===== config.mk =====
export PLATFORM = sky130hd
export DESIGN_NAME = sysex_message_extractor_top
export DESIGN_NICKNAME = d
export VERILOG_FILES = /design/src/rtl/smx_pkg.sv /design/src/rtl/smx_ram.sv /design/src/rtl/smx_collect.sv /design/src/rtl/smx_emit.sv /design/src/rtl/sysex_message_extractor_top.sv
export SDC_FILE = /design/constraint.sdc
export NUM_CORES = 1
export LEC_CHECK = 0
export BUFFER_PORTS_ARGS = -buffer_cell sky130_fd_sc_hd__clkbuf_2
export CAP_MARGIN = 20
export CORE_MARGIN = 5
export CORE_UTILIZATION = 40
export CTS_BUF_LIST = sky130_fd_sc_hd__clkbuf_16
export CTS_CLUSTER_DIAMETER = 50
export DETAILED_ROUTE_END_ITERATION = 10
export SLEW_MARGIN = 20
export SYNTH_ARGS = -nofsm -noshare
export SYNTH_HDL_FRONTEND = slang
export SYNTH_SLANG_ARGS = --single-unit

===== constraint.sdc =====
create_clock -name clock -period 2.6 [get_ports clock]
set_input_delay 0.39 -clock clock [delete_from_list [all_inputs] [get_ports clock]]
set_output_delay 0.39 -clock clock [all_outputs]
set_load 0.01 [all_outputs]

===== src/rtl/smx_pkg.sv =====
// smx_pkg: shared constants, types and state codes of the sysex message extractor
// no dependencies; imported by smx_collect, smx_emit and the top module
`timescale 1ns / 1ps

package smx_pkg;

   // message store
   localparam int MSG_BYTES   = 64;
   localparam int STORE_DEPTH = 64;
   localparam int ADDR_W      = $clog2(STORE_DEPTH);
   localparam int LEN_W       = 7;

   // field widths
   localparam int BYTE_W   = 8;
   localparam int OFFSET_W = 12;

   // beat layouts
   localparam int REQ_DATA_W = 24;
   localparam int RSP_DATA_W = 32;

   // midi codes
   localparam logic [BYTE_W-1:0] BYTE_START    = 8'hf0;
   localparam logic [BYTE_W-1:0] BYTE_END      = 8'hf7;
   localparam logic [BYTE_W-1:0] BYTE_REALTIME = 8'hf8;

   localparam logic [LEN_W-1:0] MSG_LIMIT = LEN_W'(MSG_BYTES);

   // hand-off from the collector to the emitter
   typedef struct packed {
      logic                valid;
      logic [LEN_W-1:0]    length;
      logic [OFFSET_W-1:0] offset;
   } smx_launch_type;

   typedef enum logic [1:0] {
      EMIT_IDLE,
      EMIT_LOAD,
      EMIT_SEND
   } smx_emit_state_type;

endpackage


===== src/rtl/smx_ram.sv =====
// smx_ram: generic single-write, single-read ram with registered read data
// no dependencies
`timescale 1ns / 1ps

module smx_ram #(
   parameter int WIDTH = 8,
   parameter int DEPTH = 64
) (
   input  logic                     clock,
   input  logic                     wr_en,
   input  logic [$clog2(DEPTH)-1:0] wr_addr,
   input  logic [WIDTH-1:0]         wr_data,
   input  logic                     rd_en,
   input  logic [$clog2(DEPTH)-1:0] rd_addr,
   output logic [WIDTH-1:0]         rd_data
);

   logic [WIDTH-1:0] mem_ff [DEPTH];
   logic [WIDTH-1:0] rd_data_ff;

   always_ff @(posedge clock) begin
      if (wr_en) begin
         mem_ff[wr_addr] <= wr_data;
      end
      if (rd_en) begin
         rd_data_ff <= mem_ff[rd_addr];
      end
   end

   assign rd_data = rd_data_ff;

endmodule


===== src/rtl/smx_collect.sv =====
// smx_collect: input side; filters midi bytes, writes message bytes to the store,
// launches emission on a completed message when output_room is set. depends on smx_pkg
`timescale 1ns / 1ps

module smx_collect (
   input  logic                          clock,
   input  logic                          reset,
   input  logic                          req_tvalid,
   output logic                          req_tready,
   input  logic [smx_pkg::REQ_DATA_W-1:0] req_tdata,
   input  logic                          emit_idle,
   output logic                          wr_en,
   output logic [smx_pkg::ADDR_W-1:0]    wr_addr,
   output logic [smx_pkg::BYTE_W-1:0]    wr_data,
   output smx_pkg::smx_launch_type       launch
);
   import smx_pkg::*;

   logic                in_message_ff, in_message_in;
   logic [LEN_W-1:0]    fill_ff, fill_in;
   smx_launch_type      launch_ff, launch_in;

   logic                accept;
   logic [BYTE_W-1:0]   midi_byte;
   logic [OFFSET_W-1:0] sample_offset;
   logic                output_room;
   logic                start;
   logic                active;
   logic [LEN_W-1:0]    fill_now;
   logic [LEN_W-1:0]    fill_next;

   assign midi_byte     = req_tdata[BYTE_W-1:0];
   assign sample_offset = req_tdata[BYTE_W+OFFSET_W-1:BYTE_W];
   assign output_room   = req_tdata[BYTE_W+OFFSET_W];

   // no new beat while a message is being handed out
   assign req_tready = emit_idle & ~launch_ff.valid;
   assign accept     = req_tvalid & req_tready;

   always_comb begin
      start     = (midi_byte == BYTE_START);
      active    = start | in_message_ff;
      fill_now  = start ? '0 : fill_ff;
      fill_next = fill_now + LEN_W'(1);

      in_message_in    = in_message_ff;
      fill_in          = fill_ff;
      launch_in        = launch_ff;
      launch_in.valid  = 1'b0;
      wr_en            = 1'b0;
      wr_addr          = fill_now[ADDR_W-1:0];
      wr_data          = midi_byte;

      if (accept && midi_byte < BYTE_REALTIME && active) begin
         if (fill_now >= MSG_LIMIT) begin
            // buffer full: abort, byte dropped
            in_message_in = 1'b0;
            fill_in       = '0;
         end else begin
            wr_en = 1'b1;
            if (midi_byte == BYTE_END) begin
               in_message_in    = 1'b0;
               fill_in          = '0;
               launch_in.valid  = output_room;
               launch_in.length = fill_next;
               launch_in.offset = sample_offset;
            end else begin
               in_message_in = 1'b1;
               fill_in       = fill_next;
            end
         end
      end
   end

   always_ff @(posedge clock) begin
      if (reset) begin
         in_message_ff   <= 1'b0;
         fill_ff         <= '0;
         launch_ff.valid <= 1'b0;
      end else begin
         in_message_ff   <= in_message_in;
         fill_ff         <= fill_in;
         launch_ff.valid <= launch_in.valid;
      end
      launch_ff.length <= launch_in.length;
      launch_ff.offset <= launch_in.offset;
   end

   assign launch = launch_ff;

endmodule


===== src/rtl/smx_emit.sv =====
// smx_emit: output side; walks the stored message through the ram read port
// and presents one beat per byte. depends on smx_pkg
`timescale 1ns / 1ps

module smx_emit (
   input  logic                           clock,
   input  logic                           reset,
   input  smx_pkg::smx_launch_type        launch,
   output logic                           emit_idle,
   output logic                           rd_en,
   output logic [smx_pkg::ADDR_W-1:0]     rd_addr,
   input  logic [smx_pkg::BYTE_W-1:0]     rd_data,
   output logic                           rsp_tvalid,
   input  logic                           rsp_tready,
   output logic [smx_pkg::RSP_DATA_W-1:0] rsp_tdata,
   output logic                           rsp_tlast
);
   import smx_pkg::*;

   smx_emit_state_type  state_ff, state_in;
   logic [ADDR_W-1:0]   addr_ff, addr_in;
   logic [LEN_W-1:0]    len_ff, len_in;
   logic [OFFSET_W-1:0] offset_ff, offset_in;
   logic [BYTE_W-1:0]   byte_ff, byte_in;
   logic                last_ff, last_in;

   logic                taken;

   assign taken = (state_ff == EMIT_SEND) & rsp_tready;

   // next state
   always_comb begin
      state_in = state_ff;
      unique case (state_ff)
         EMIT_IDLE: begin
            if (launch.valid) state_in = EMIT_LOAD;
         end
         EMIT_LOAD: begin
            state_in = EMIT_SEND;
         end
         EMIT_SEND: begin
            if (rsp_tready) state_in = last_ff ? EMIT_IDLE : EMIT_LOAD;
         end
         default: state_in = EMIT_IDLE;
      endcase
   end

   // datapath and ram read control
   always_comb begin
      addr_in   = addr_ff;
      len_in    = len_ff;
      offset_in = offset_ff;
      byte_in   = byte_ff;
      last_in   = last_ff;
      rd_en     = 1'b0;
      rd_addr   = addr_ff + ADDR_W'(1);
      unique case (state_ff)
         EMIT_IDLE: begin
            rd_addr = '0;
            if (launch.valid) begin
               rd_en     = 1'b1;
               addr_in   = '0;
               len_in    = launch.length;
               offset_in = launch.offset;
            end
         end
         EMIT_LOAD: begin
            // read data of addr_ff is on the ram output now
            byte_in = rd_data;
            last_in = ({1'b0, addr_ff} + LEN_W'(1)) == len_ff;
         end
         EMIT_SEND: begin
            if (taken && !last_ff) begin
               rd_en   = 1'b1;
               addr_in = addr_ff + ADDR_W'(1);
            end
         end
         default: begin
            rd_en = 1'b0;
         end
      endcase
   end

   always_ff @(posedge clock) begin
      if (reset) begin
         state_ff <= EMIT_IDLE;
      end else begin
         state_ff <= state_in;
      end
      addr_ff   <= addr_in;
      len_ff    <= len_in;
      offset_ff <= offset_in;
      byte_ff   <= byte_in;
      last_ff   <= last_in;
   end

   assign emit_idle  = (state_ff == EMIT_IDLE);
   assign rsp_tvalid = (state_ff == EMIT_SEND);
   assign rsp_tlast  = last_ff;
   assign rsp_tdata  = {(RSP_DATA_W - BYTE_W - LEN_W - OFFSET_W)'(0),
                        offset_ff, len_ff, byte_ff};

endmodule


===== src/rtl/sysex_message_extractor_top.sv =====
// sysex_message_extractor_top: midi sysex deframer, collector + message store + emitter
// depends on smx_pkg, smx_ram, smx_collect, smx_emit
//
//   group  dir  beat contents
//   req_   in   tdata: midi_byte[7:0], sample_offset[19:8], output_room[20], zero pad
//   rsp_   out  tdata: msg_byte[7:0], msg_length[14:8], msg_offset[26:15], zero pad;
//                tlast: last_byte
//
// one input beat per cycle while no message is being sent out.
// a completed message (f7 with room) holds req_tready low until the emitter is idle again,
// also while rsp_tready is low; each byte takes one ram read and one output beat.
// synchronous reset clears the control state; the store is not cleared, only bytes
// written for the current message are read back.
`timescale 1ns / 1ps

module sysex_message_extractor_top (
   input  logic                           clock,
   input  logic                           reset,
   input  logic                           req_tvalid,
   output logic                           req_tready,
   input  logic [smx_pkg::REQ_DATA_W-1:0] req_tdata,  // midi_byte, sample_offset, output_room
   output logic                           rsp_tvalid,
   input  logic                           rsp_tready,
   output logic [smx_pkg::RSP_DATA_W-1:0] rsp_tdata,  // msg_byte, msg_length, msg_offset
   output logic                           rsp_tlast   // last_byte
);
   import smx_pkg::*;

   smx_launch_type    launch;
   logic              emit_idle;
   logic              wr_en;
   logic [ADDR_W-1:0] wr_addr;
   logic [BYTE_W-1:0] wr_data;
   logic              rd_en;
   logic [ADDR_W-1:0] rd_addr;
   logic [BYTE_W-1:0] rd_data;

   smx_collect u_collect (
      .clock      (clock),
      .reset      (reset),
      .req_tvalid (req_tvalid),
      .req_tready (req_tready),
      .req_tdata  (req_tdata),
      .emit_idle  (emit_idle),
      .wr_en      (wr_en),
      .wr_addr    (wr_addr),
      .wr_data    (wr_data),
      .launch     (launch)
   );

   smx_ram #(
      .WIDTH (BYTE_W),
      .DEPTH (STORE_DEPTH)
   ) u_store (
      .clock   (clock),
      .wr_en   (wr_en),
      .wr_addr (wr_addr),
      .wr_data (wr_data),
      .rd_en   (rd_en),
      .rd_addr (rd_addr),
      .rd_data (rd_data)
   );

   smx_emit u_emit (
      .clock      (clock),
      .reset      (reset),
      .launch     (launch),
      .emit_idle  (emit_idle),
      .rd_en      (rd_en),
      .rd_addr    (rd_addr),
      .rd_data    (rd_data),
      .rsp_tvalid (rsp_tvalid),
      .rsp_tready (rsp_tready),
      .rsp_tdata  (rsp_tdata),
      .rsp_tlast  (rsp_tlast)
   );

endmodule

==> results.sh <==
export IMPL_numCtsBuffers=59
export IMPL_period_share_pct=104
export IMPL_grt_pass1_wl_um=96100
export IMPL_root_buffer="clkbuf_16"
export IMPL_worstMarginPinSlew_ps=1010
export IMPL_maxCapViolations=0
export IMPL_synth_edf_count=573
export IMPL_fp_dieArea_sq_mm=0.0645
export IMPL_worstSetupEndpointType="flip-flop"
export IMPL_post_route_min_period_ps=2700
export IMPL_drt_first_pass_iters=5
export IMPL_clk_path_buf_depth=3
export IMPL_grt_setup_unrepaired="true"
export IMPL_syn2layout_area_growth_pct=19.6
export IMPL_max_stage_delay_ps=400
export IMPL_initial_core_util_pct=40.3
export IMPL_outcome="finished, violations left"
export IMPL_syn_inst=1604
export IMPL_antenna_found_initial=3
export IMPL_netlist_area_sq_mm=0.0238
export IMPL_critPathLaunch="u_emit.addr_ff[0]"
export IMPL_nets=1827
export IMPL_async_flop_share_pct=0
export IMPL_crit_arrival_ps=3060
export IMPL_cp_max_fo=13
export IMPL_cts_tree="yes"
export IMPL_ir_drop_mv=0.512
export IMPL_ant_nets=0
export IMPL_h_tree_depth=2
export IMPL_fin_util_pct=48.2
export IMPL_skew_ps=28.3
export IMPL_portBuffers=54
export IMPL_power_leakage_nw=9.81
export IMPL_crit_required_ps=2970
export IMPL_clkTransAtPathRegs_ps=60
export IMPL_gr_max_usage_layer="met2"
export IMPL_track_usage_pct=19.8
export IMPL_finalSetupViolCount=4
export IMPL_critPathSlowestCell="edfxtp_1"
export IMPL_synth_ff_type="edfxtp_1"
export IMPL_wire_per_inst_um=24.8
export IMPL_use_met3_pct=2.41
export IMPL_drc=0
export IMPL_die_h_um=254
export IMPL_core_area_sq_mm=0.0590
export IMPL_grt_overflow=0
export IMPL_min_from="reset"
export IMPL_cp_start_kind="flip-flop"
export IMPL_drt_iter0_markers=1554
export IMPL_num_io_pins=63
export IMPL_met1_usage_pct=28.0
export IMPL_violations="setup timing"
export IMPL_rr_startpoint="u_emit.addr_ff[0]"
export IMPL_yosysWarnings=0
export IMPL_path_cells="buf_6, ha_4, buf_8, o21ai_4, buf_4, clkbuf_16, a211oi_1, o31a_1, o31ai_1, o22a_1"
export IMPL_syn_avg_cell_area_sq_um=14.8
export IMPL_max_freq_mhz=371
export IMPL_clock_sinks=584
export IMPL_fill_cells=4982
export IMPL_slew_headroom_pct=32.6
export IMPL_place_hpwl_um=41600
export IMPL_ys_seq_area_share_pct=73.2
export IMPL_grt_pass1_vias=14661
export IMPL_finalPower_mw=19.1
export IMPL_p_per_area_mw_per_mm2=670
export IMPL_hold_viol_final=0
export IMPL_die_x_um=254
export IMPL_yosysUniqueCellTypes=75
export IMPL_place_congestion=0.917
export IMPL_finalMaxSlewViolations=0
export IMPL_clock_latency_ps=620
export IMPL_routed_via_count=14914
export IMPL_grt_max_degree=66
export IMPL_synth_seq_cells=584
export IMPL_grt_util_met2_pct=32.7
export IMPL_hold_class="in2reg"
export IMPL_drive_gt1_share_pct=21.9
export IMPL_rows=89
export IMPL_viasPerCell=5.70
export IMPL_critPathKind="reg2reg"
export IMPL_fin_ws_ps=-95.3
export IMPL_drt_wl_total_um=65000
[placed cells by master, fill, tap and decap left out, drive strengths merged, types with 10 or more instances in the layout]
cell / synthesis / final
edfxtp: 573 / 573
buf: 75 / 170
nor2: 167 / 167
a21oi: 122 / 122
nand2: 115 / 115
clkbuf: 36 / 115
mux2i: 78 / 78
inv: 24 / 38
o21ai: 34 / 34
a22oi: 29 / 29
clkinv: 0 / 24
nand3: 22 / 22
a221oi: 21 / 21
o2bb2ai: 20 / 20
a221o: 18 / 18
or3: 18 / 18
a211o: 17 / 17
o32ai: 17 / 17
nor3: 16 / 16
a31oi: 14 / 14
dlygate4sd3: 0 / 13
nand3b: 12 / 12
and3: 11 / 11
dfxtp: 11 / 11
o221ai: 11 / 11
nand4b: 10 / 10
o211ai: 10 / 10
[final cells by class]
cell class,instances,area [sq um],area share [%]
multi-input cells,889,5980,21.0
inverters,24,90.1,0.317
clock buffers,59,1480,5.19
clock inverters,49,464,1.63
repair buffers,239,2050,7.20
flip-flops and latches,584,17400,61.3
diodes,1,2.50,0.00880
well taps,773,967,3.40
[through the flow]
step                      hold slack [ps]  worst slack [ps]  instances  setup TNS [ps]  area (sq um)
after floorplan                       400              31.8       1608               0         23800
after global placement                402              -182       2487          -12030         26000
after detailed placement              405              -194       2487          -22700         26000
after CTS                             146             -3.41       2616           -3.41         28300
after global routing                  174              -100       2617            -527         28400
final                                 172             -95.3       2618            -221         28500
[repair_timing]
action,CTS,global route
hold buffers,13,0
endpoints found under the setup margin,36,245
pin swaps,4,20
gates cloned,1,2
buffers inserted,7,1
hold endpoints to repair,13,0
gates resized for setup,19,53
[critical path: cells and delay by family, from the launching register on]
family | cells | cell delay (ps)
AOI/OAI and AO/OA | 5 | 1080
DFF | 1 | 400
buffers and inverters | 4 | 620
adders and majority gates | 1 | 310
[state kept, by name, summed over array words and instances (netlist names)]
register,flops
u_emit.addr_ff,6
u_store.rd_data,8
u_collect.fill_ff,7
u_emit.state_ff,2
u_collect.launch,20
u_emit.rsp_tlast,1
u_emit.byte_ff,8
u_store.mem_ff,512
u_collect.in_message_ff,1
u_emit.offset_ff,12
u_emit.len_ff,7
[cell families after synthesis]
group | count (synthesis) | share of synthesized area, %
multiplexers | 86 | 3.66
AO/OA/AOI/OAI | 385 | 11.9
other | 1 | 0.0158
flip-flops | 584 | 73.2
buffers and inverters | 135 | 2.71
XOR/XNOR | 15 | 0.773
adder cells (fa/ha/maj) | 2 | 0.105
AND/OR/NAND/NOR | 396 | 7.62
[power by group]
group          leakage, nW  internal [mW]  switching [mW]
logic                 3.59         0.0450           0.189
registers             5.23           10.3        0.000413
clock network        0.991           5.00            3.52
[worst paths after layout]
path / to / slack [ps] / depth (start not counted)
worst max register to register: u_store.rd_data[6] / -100 / 10
worst min-delay path: u_collect.fill_ff[2] / 170 / 2
worst min register to register: u_emit.offset_ff[0] / 420 / 0
worst max-delay path: u_store.rd_data[6] / -100 / 10
[Yosys cell counts (11+ instances only)]
library cell,number,share of area (%)
o21ai_0,30,0.63
edfxtp_1,573,72
dfxtp_1,11,0.93
nand2_1,113,1.8
o32ai_1,17,0.63
a31oi_1,14,0.37
a21oi_1,122,2.6
buf_2,50,1.1
a221o_1,18,0.76
nand3_1,22,0.46
a211o_1,17,0.63
nor2_1,164,2.6
a22oi_1,29,0.92
a221oi_1,15,0.55
nand3b_1,12,0.38
inv_1,23,0.36
clkbuf_1,36,0.57
and3_1,11,0.29
mux2i_1,78,3.3
o221ai_1,11,0.40
buf_4,14,0.44
or3_1,18,0.47
o2bb2ai_1,20,0.74
nor3_1,14,0.29
[per-layer routing]
layer | vias to the layer above | wire (um)
li1 | 6660 | -
met1 | 7557 | 27100
met2 | 584 | 31400
met3 | 111 | 4710
met4 | 2 | 1740
met5 | - | 13
Power figures use the tool's default switching activity.
